[src/rtl/nsc_pkg.sv]
// Shared types, codes and helper functions of the NMEA sentence checksum checker.
// No dependencies; imported by nsc_core, nmea_sentence_checksum_checker and the testbench.
`default_nettype none

package nsc_pkg;

   typedef enum logic [1:0] {
      PH_HUNT = 2'd0,
      PH_BODY = 2'd1,
      PH_HEX  = 2'd2
   } phase_type;

   localparam logic [1:0] ST_OK     = 2'd0;
   localparam logic [1:0] ST_BAD    = 2'd1;
   localparam logic [1:0] ST_SYNTAX = 2'd2;

   localparam logic [2:0] TYPE_RMC     = 3'd0;
   localparam logic [2:0] TYPE_GGA     = 3'd1;
   localparam logic [2:0] TYPE_VTG     = 3'd2;
   localparam logic [2:0] TYPE_GSA     = 3'd3;
   localparam logic [2:0] TYPE_GSV     = 3'd4;
   localparam logic [2:0] TYPE_GLL     = 3'd5;
   localparam logic [2:0] TYPE_UNKNOWN = 3'd6;

   localparam logic [7:0] CHR_DOLLAR  = 8'h24;
   localparam logic [7:0] CHR_STAR    = 8'h2A;
   localparam logic [7:0] CHR_NEWLINE = 8'h0A;
   localparam logic [7:0] CHR_COMMA   = 8'h2C;

   localparam logic [7:0] MAX_LENGTH_RESET = 8'd82;

   localparam logic [39:0] HDR_RMC = "GPRMC";
   localparam logic [39:0] HDR_GGA = "GPGGA";
   localparam logic [39:0] HDR_VTG = "GPVTG";
   localparam logic [39:0] HDR_GSA = "GPGSA";
   localparam logic [39:0] HDR_GSV = "GPGSV";
   localparam logic [39:0] HDR_GLL = "GPGLL";

   typedef struct packed {
      logic [1:0] status;
      logic [2:0] sentence_type;
      logic [7:0] computed_checksum;
      logic [7:0] received_checksum;
   } result_type;

   function automatic logic [2:0] classify(input logic [39:0] hdr);
      logic [2:0] code;
      code = TYPE_UNKNOWN;
      if (hdr == HDR_RMC) code = TYPE_RMC;
      else if (hdr == HDR_GGA) code = TYPE_GGA;
      else if (hdr == HDR_VTG) code = TYPE_VTG;
      else if (hdr == HDR_GSA) code = TYPE_GSA;
      else if (hdr == HDR_GSV) code = TYPE_GSV;
      else if (hdr == HDR_GLL) code = TYPE_GLL;
      return code;
   endfunction

   // bit 4 set means not a hex digit
   function automatic logic [4:0] hex_of(input logic [7:0] b);
      logic [4:0] d;
      d = 5'h10;
      if (b >= 8'h30 && b <= 8'h39) d = {1'b0, b[3:0]};
      else if ((b >= 8'h41 && b <= 8'h46) || (b >= 8'h61 && b <= 8'h66))
         d = {1'b0, b[3:0] + 4'd9};
      return d;
   endfunction

endpackage

`default_nettype wire

[src/rtl/nsc_core.sv]
// Sentence parser: phase machine, running XOR, header capture and hex checksum read.
// Depends on nsc_pkg.
`default_nettype none

module nsc_core
   import nsc_pkg::*;
(
   input  wire logic       clock,
   input  wire logic       reset,
   input  wire logic       step,
   input  wire logic [7:0] data_byte,
   input  wire logic [7:0] max_length,
   output logic            emit,
   output result_type      res
);

   phase_type  phase_ff, phase_in;
   logic [7:0]  xor_ff, xor_in;
   logic [7:0]  count_ff, count_in;
   logic [39:0] hdr_ff, hdr_in;
   logic [2:0]  hpos_ff, hpos_in;
   logic [2:0]  type_ff, type_in;
   logic [7:0]  hex_ff, hex_in;
   logic        hcnt_ff, hcnt_in;

   logic [4:0] digit;
   logic [7:0] hex_next;
   logic       is_hex;
   logic       too_long;

   assign digit    = hex_of(data_byte);
   assign is_hex   = ~digit[4];
   assign hex_next = {hex_ff[3:0], digit[3:0]};
   assign too_long = count_ff >= max_length;

   // next phase
   always_comb begin
      phase_in = phase_ff;
      if (step) begin
         unique case (phase_ff)
            PH_BODY: begin
               if (data_byte == CHR_STAR) phase_in = PH_HEX;
               else if (data_byte == CHR_NEWLINE || too_long) phase_in = PH_HUNT;
               else phase_in = PH_BODY;
            end
            PH_HEX: begin
               if (is_hex) phase_in = hcnt_ff ? PH_HUNT : PH_HEX;
               else if (data_byte == CHR_DOLLAR) phase_in = PH_BODY;
               else phase_in = PH_HUNT;
            end
            default: begin
               phase_in = (data_byte == CHR_DOLLAR) ? PH_BODY : PH_HUNT;
            end
         endcase
      end
   end

   // datapath and result
   always_comb begin
      xor_in   = xor_ff;
      count_in = count_ff;
      hdr_in   = hdr_ff;
      hpos_in  = hpos_ff;
      type_in  = type_ff;
      hex_in   = hex_ff;
      hcnt_in  = hcnt_ff;
      emit     = 1'b0;
      res.status            = (hex_ff == xor_ff) ? ST_OK : ST_BAD;
      res.sentence_type     = type_ff;
      res.computed_checksum = xor_ff;
      res.received_checksum = hex_ff;
      if (step) begin
         unique case (phase_ff)
            PH_BODY: begin
               if (data_byte == CHR_STAR) begin
                  hex_in  = '0;
                  hcnt_in = 1'b0;
               end else if (data_byte == CHR_NEWLINE || too_long) begin
                  hex_in = '0;
                  emit   = 1'b1;
                  res.status            = ST_SYNTAX;
                  res.received_checksum = '0;
               end else begin
                  xor_in   = xor_ff ^ data_byte;
                  count_in = count_ff + 8'd1;
                  if (hpos_ff < 3'd5) begin
                     hdr_in  = {hdr_ff[31:0], data_byte};
                     hpos_in = hpos_ff + 3'd1;
                  end else if (hpos_ff == 3'd5) begin
                     type_in = (data_byte == CHR_COMMA) ? classify(hdr_ff) : TYPE_UNKNOWN;
                     hpos_in = 3'd6;
                  end
               end
            end
            PH_HEX: begin
               if (is_hex) begin
                  hex_in  = hex_next;
                  hcnt_in = 1'b1;
                  if (hcnt_ff) begin
                     emit = 1'b1;
                     res.status            = (hex_next == xor_ff) ? ST_OK : ST_BAD;
                     res.received_checksum = hex_next;
                  end
               end else begin
                  emit = 1'b1;
                  if (data_byte == CHR_DOLLAR) begin
                     xor_in   = '0;
                     count_in = '0;
                     hdr_in   = '0;
                     hpos_in  = '0;
                     type_in  = TYPE_UNKNOWN;
                     hex_in   = '0;
                     hcnt_in  = 1'b0;
                  end
               end
            end
            default: begin
               if (data_byte == CHR_DOLLAR) begin
                  xor_in   = '0;
                  count_in = '0;
                  hdr_in   = '0;
                  hpos_in  = '0;
                  type_in  = TYPE_UNKNOWN;
                  hex_in   = '0;
                  hcnt_in  = 1'b0;
               end
            end
         endcase
      end
   end

   always_ff @(posedge clock) begin
      if (reset) begin
         phase_ff <= PH_HUNT;
         xor_ff   <= '0;
         count_ff <= '0;
         hdr_ff   <= '0;
         hpos_ff  <= '0;
         type_ff  <= TYPE_UNKNOWN;
         hex_ff   <= '0;
         hcnt_ff  <= 1'b0;
      end else begin
         phase_ff <= phase_in;
         xor_ff   <= xor_in;
         count_ff <= count_in;
         hdr_ff   <= hdr_in;
         hpos_ff  <= hpos_in;
         type_ff  <= type_in;
         hex_ff   <= hex_in;
         hcnt_ff  <= hcnt_in;
      end
   end

endmodule

`default_nettype wire

[config.mk]
export PLATFORM = sky130hd
export DESIGN_NAME = nsc_core
export DESIGN_NICKNAME = d
export VERILOG_FILES = /design/src/rtl/nsc_pkg.sv /design/src/rtl/nsc_core.sv
export SDC_FILE = /design/constraint.sdc
export NUM_CORES = 1
export LEC_CHECK = 0
export BUFFER_PORTS_ARGS = -buffer_cell sky130_fd_sc_hd__buf_2
export CORE_ASPECT_RATIO = 1.25
export CORE_MARGIN = 2
export CORE_UTILIZATION = 50
export CTS_CLUSTER_DIAMETER = 50
export DETAILED_ROUTE_END_ITERATION = 6
export PLACE_DENSITY_LB_ADDON = 0.12
export SYNTH_ARGS = -nofsm -noshare
export SYNTH_HDL_FRONTEND = slang
export SYNTH_SLANG_ARGS = --single-unit
[constraint.sdc]
create_clock -name clock -period 6.1 [get_ports clock]
set_input_delay 1.83 -clock clock [delete_from_list [all_inputs] [get_ports clock]]
set_output_delay 1.83 -clock clock [all_outputs]
set_load 0.01 [all_outputs]
# After elaboration in Yosys (flattened, before gate mapping)
# Cells that the tools add are included.
[classes]
add_sub_neg = 3
order_cmp = 8
eq_ne = 23
muxes = 73
bitwise_logic = 1
n_reduce_logical = 10
[ops]
columns = ["operator", "count"]
rows = [
  ["40-bit by 39-bit == test with 1-bit output (second input constant)", 6],
  ["40-bit two-way mux", 5],
  ["8-bit two-way mux", 16],
  ["40-bit one-hot mux with 2 select lines", 1],
  ["8-bit one-hot mux with 2 select lines", 4],
  ["3-bit two-way mux", 17],
  ["8-bit by 6-bit == test with 1-bit output (second input constant)", 3],
  ["8-bit == test", 2],
  ["8-bit by 7-bit greater-or-equal comparator with 1-bit output (second input constant)", 2],
  ["8-bit by 7-bit <= comparator with 1-bit output (second input constant)", 2],
  ["2-bit two-way mux", 8],
  ["1-bit two-way mux", 14],
  ["2-bit inequality test (second input constant)", 7],
  ["3-bit one-hot mux with 2 select lines", 2],
  ["5-bit two-way mux", 2],
  ["5-bit AND reduction", 2],
  ["8-bit by 1-bit adder with 8-bit output (second input constant)", 1],
  ["8-bit by 4-bit == test with 1-bit output (second input constant)", 1],
  ["8-bit by 6-bit greater-or-equal comparator with 1-bit output (second input constant)", 1],
  ["8-bit greater-or-equal comparator", 1],
  ["8-bit by 6-bit <= comparator with 1-bit output (second input constant)", 1],
  ["2-bit one-hot mux with 2 select lines", 2],
  ["8-bit XOR", 1],
  ["6-bit AND reduction", 1],
  ["12 further kinds", 16],
]
[totals]
ff_bits = 73
input_bits = 19

# Depth between registers and ports, before layout
[depth]
word_depth = 13
mapped_depth = 10

# Worst setup path before layout
# OpenSTA, ideal clock, no wires.
[synth_timing]
kind = "input port to output port"
start = "in data_byte[0]"
end = "out res[19] (netlist name)"
t_arrival_ps = 3646
required_ps = 4270
setup_slack_ps = 624
cell_stages = 8
path_buffers = 0
cell_sequence = "inv_1 > ha_1 > o21bai_1 > a21oi_1 > o21ai_2 > nor2_1 > nand2_1 > o21ai_0"
[synth_lines]
columns = ["element", "line", "text"]
rows = [
  ["from (decl)", "nsc_core.sv:11", "input wire logic [7:0] data_byte,"],
  ["to (decl)", "nsc_core.sv:14", "output result_type res"],
]

==> metrics.cfg <==
[cts]
cts_tree=yes
clock_sink_count=73
cts-hold-fix-buffers=0
worst_skew_pair.late_latency_ns=0.36
cts_root_buf=sky130_fd_sc_hd__clkbuf_8
postCtsResizedCells=0
cts_max_path_buffers=2
cts_made_buffers=9
htree_levels=3
cts_post_setup_buffers_inserted=0
cts.clk_slew.worst_paths_ns=0.09

[timing]
post-route-min-period_ns=5.854
fin_worst_skew_ns=0.01076
max_slew.worst_pin.slew_ns=0.7582
setup_repair_after_global_routing_missed_its_margin=false
hold_viol=0
worst_slew_margin_rel_pct=49.45
timing.setup.tns_ns=0
clock.fmax_mhz=170.8
setup_viol=0
final.period_utilization_pct=95.97
slew_viol_final=0

[setup_path]
timing.critical_path.fanout_max=9
worstSetupEndpointType=output port
critical_path.startpoint_type=primary input
worst_ep_arrival_time_ns=4.02
worstSetupPathType=in -> out
cp_data_required_time_ns=4.27
cp-startpoint=data_byte[0]
crit-reg2reg-launch=count_ff[0]

[floorplan]
floorplan.initialDensity_pct=51.87
die_x_um=82.60
design.core.area_sq_um=7445
ios=41
fp-row-count=35
full_die_area_sq_um=8446
dieHeight_um=102.3

[grt]
global_route.usage.total_pct=24.58
global_route_wire_length_before_repair_um=15970
via_count_of_the_first_global_routing_pass=3295
number_of_antenna_violations_at_the_first_check_in_global_routing=0
grt_max_degree=41
grt_overflow=0

[cells_and_area]
design.final.nets=510
multi_input_area_sq_um=2227
diodes_inserted=0
fraction_of_final_layout_cells_sized_beyond_drive_strength_1_pct=16.49
area.sequential_sq_um=1461
postLayoutCoreUtil_pct=58.49
syn2layout_area_growth_pct=12.77
fin_area_sq_um=4354
fillerInstances=678

[logic_synthesis]
synthesis.instances=432
yosys_most_used_dff=sky130_fd_sc_hd__dfxtp_1
synthesis.yosys.warnings=0
syn_area_sq_um=3861
ys_seq_elements=73
post_synthesis_cell_type_count=64
synth_enable_flop_cells=0
ys_seq_area_share_pct=37.85
yosys.area.top_type=sky130_fd_sc_hd__dfxtp_1
async_reset_ff_share_pct=0
synth_largest_type_area_fraction_pct=37.85
syn_area_per_cell_sq_um=8.938
nets_in_the_synthesized_netlist=468
netlist_top_cells_area=sky130_fd_sc_hd__dfxtp_1, sky130_fd_sc_hd__a22o_1, sky130_fd_sc_hd__ha_1, sky130_fd_sc_hd__a21oi_1, sky130_fd_sc_hd__o21ai_0

[power_and_ir_drop]
power.ir.vdd_worst_mv=0.1435
pwr_density_cell_nw_per_um2=213.4
power.static_leakage_nw=1.693

[place]
placed_cell_area_sq_um=4169
io_buffer_count=40
finalWeightedCongestion=0.9171
dp_hpwl_um=7015

[detailed_routing]
drtPass1Iterations=4
via_count=3443
drt_wl_total_um=9885
drt-initial-drc-count=215
ant_nets=0
viasPerCell=6.030
remaining_drc_errors=0
drt-wirelength-per-cell_um=17.31

[status]
outcome=complete, no violations

[flow_run]
max_cap_violations=0

[worst_hold_path]
timing.hold.worst.start=hdr_ff[32]
hold_path.class=reg -> reg

## cell families (layout without fill, tap and decap cells)
| kind of cell | count (synthesis) | after routing | share of synthesized area [%] |
|---|---|---|---|
| adders and majority gates | 17 | 17 | 5.509 |
| xor gates and xnor gates | 18 | 18 | 4.083 |
| DFF | 73 | 73 | 37.85 |
| buffers and inverters | 43 | 90 | 4.601 |
| and+or+nand+nor | 130 | 130 | 19.73 |
| AOI/OAI and AO/OA | 151 | 151 | 28.22 |
## layout by cell type, fill, tap and decap left out, types with 2 or more instances in the layout
cell type	instances
sky130_fd_sc_hd__xnor2_1	12
sky130_fd_sc_hd__clkinvlp_4	2
sky130_fd_sc_hd__o21a_1	2
sky130_fd_sc_hd__clkinv_4	2
sky130_fd_sc_hd__xor2_1	6
sky130_fd_sc_hd__nor2_1	18
sky130_fd_sc_hd__a41o_1	2
sky130_fd_sc_hd__nor3_1	2
sky130_fd_sc_hd__nand3_1	12
sky130_fd_sc_hd__nand2_1	23
sky130_fd_sc_hd__buf_4	10
sky130_fd_sc_hd__or3_1	12
sky130_fd_sc_hd__a22oi_1	2
sky130_fd_sc_hd__nand4_1	6
sky130_fd_sc_hd__or2_2	2
sky130_fd_sc_hd__o22ai_1	3
sky130_fd_sc_hd__a22o_1	47
sky130_fd_sc_hd__nor4b_1	3
sky130_fd_sc_hd__and3_1	3
sky130_fd_sc_hd__nand4b_1	2
sky130_fd_sc_hd__nor3_2	2
sky130_fd_sc_hd__o31ai_1	4
sky130_fd_sc_hd__a221oi_1	2
sky130_fd_sc_hd__inv_6	2
sky130_fd_sc_hd__buf_2	40
sky130_fd_sc_hd__a21oi_1	38
sky130_fd_sc_hd__o21ai_1	2
sky130_fd_sc_hd__dfxtp_1	73
sky130_fd_sc_hd__o211ai_1	2
sky130_fd_sc_hd__nor2b_1	5
sky130_fd_sc_hd__nor3b_1	5
sky130_fd_sc_hd__ha_1	17
sky130_fd_sc_hd__a211oi_1	2
sky130_fd_sc_hd__o21ai_0	28
sky130_fd_sc_hd__inv_1	24
sky130_fd_sc_hd__clkbuf_8	9
sky130_fd_sc_hd__nor4_1	8
sky130_fd_sc_hd__nand3b_1	3
sky130_fd_sc_hd__nand2b_1	15
## routing by layer
metal	GRT usage, %	vias to the layer above	wire length (um)
met5	0	-	0
met4	9.710	0	202
met3	3.534	17	366
met2	42.31	82	4939
met1	30.62	1639	4376
li1	-	1705	-
## critical path, stage by stage
cell and delay, ns:
sky130_fd_sc_hd__buf_2 0.19, sky130_fd_sc_hd__inv_1 0.14, sky130_fd_sc_hd__ha_1 0.26, sky130_fd_sc_hd__nor3b_1 0.19, sky130_fd_sc_hd__a311oi_4 0.42, sky130_fd_sc_hd__nor2_1 0.14
sky130_fd_sc_hd__a211o_1 0.45, sky130_fd_sc_hd__a22o_1 0.27, sky130_fd_sc_hd__buf_2 0.13
## state kept, by name, indices dropped and copies added, names as in the netlist
name / count
hpos_ff: 3
phase_ff: 2
count_ff: 8
type_ff: 3
xor_ff: 8
hcnt_ff: 1
hdr_ff: 40
hex_ff: 8
## final timing paths
check,endpoint,slack (ns),cells after the start
setup / recovery,res[1],0.25,9
hold / removal,hdr_ff[32],0.49,1
setup reg to reg,type_ff[2],2.90,9
hold reg to reg,hdr_ff[32],0.49,1
## stage by stage
stage,hold slack (ns),power [mW],setup WS (ns),std cells
final,0.4863,0.9293,0.2461,571
after global routing,0.5113,0.9668,0.09619,571
after CTS,0.4882,0.9339,0.2351,571
after detailed placement,0.4609,0.5754,0.2447,555
after global placement,0.4524,0.5742,0.2997,555
after floorplan,0.4350,0.5468,0.6241,432
## cell usage after synthesis (2+ instances only)
cell / n
sky130_fd_sc_hd__a211oi_1: 2
sky130_fd_sc_hd__a21oi_1: 38
sky130_fd_sc_hd__a221oi_1: 2
sky130_fd_sc_hd__a22o_1: 47
sky130_fd_sc_hd__a22oi_1: 2
sky130_fd_sc_hd__a41o_1: 2
sky130_fd_sc_hd__and3_1: 3
sky130_fd_sc_hd__buf_2: 3
sky130_fd_sc_hd__clkbuf_1: 13
sky130_fd_sc_hd__dfxtp_1: 73
sky130_fd_sc_hd__ha_1: 17
sky130_fd_sc_hd__inv_1: 24
sky130_fd_sc_hd__nand2_1: 23
sky130_fd_sc_hd__nand2b_1: 15
sky130_fd_sc_hd__nand3_1: 12
sky130_fd_sc_hd__nand3b_1: 3
sky130_fd_sc_hd__nand4_1: 6
sky130_fd_sc_hd__nand4b_1: 2
sky130_fd_sc_hd__nor2_1: 18
sky130_fd_sc_hd__nor2b_1: 5
sky130_fd_sc_hd__nor3_1: 3
sky130_fd_sc_hd__nor3b_1: 5
sky130_fd_sc_hd__nor4_1: 8
sky130_fd_sc_hd__nor4b_1: 3
sky130_fd_sc_hd__o211ai_1: 2
sky130_fd_sc_hd__o21a_1: 2
sky130_fd_sc_hd__o21ai_0: 28
sky130_fd_sc_hd__o21ai_1: 2
sky130_fd_sc_hd__o22ai_1: 3
sky130_fd_sc_hd__o31ai_1: 4
sky130_fd_sc_hd__or2_2: 2
sky130_fd_sc_hd__or3_1: 12
sky130_fd_sc_hd__xnor2_1: 12
sky130_fd_sc_hd__xor2_1: 6
## area by class of cell
class,count,area share (%)
Tap cell,92,2.644
Inverter,24,2.069
Multi-Input combinational cell,316,51.15
Timing Repair Buffer,50,6.322
Clock buffer,9,2.845
Clock inverter,7,1.408
Sequential cell,73,33.56
## power breakdown
group,internal [mW],total (mW),switching [mW]
Clock,0.155,0.364,0.210
Sequential,0.480,0.487,0.00632
Combinational,0.0287,0.0785,0.0498
Total,0.664,0.929,0.266
Note: power is estimated with default switching activity, not from simulation.
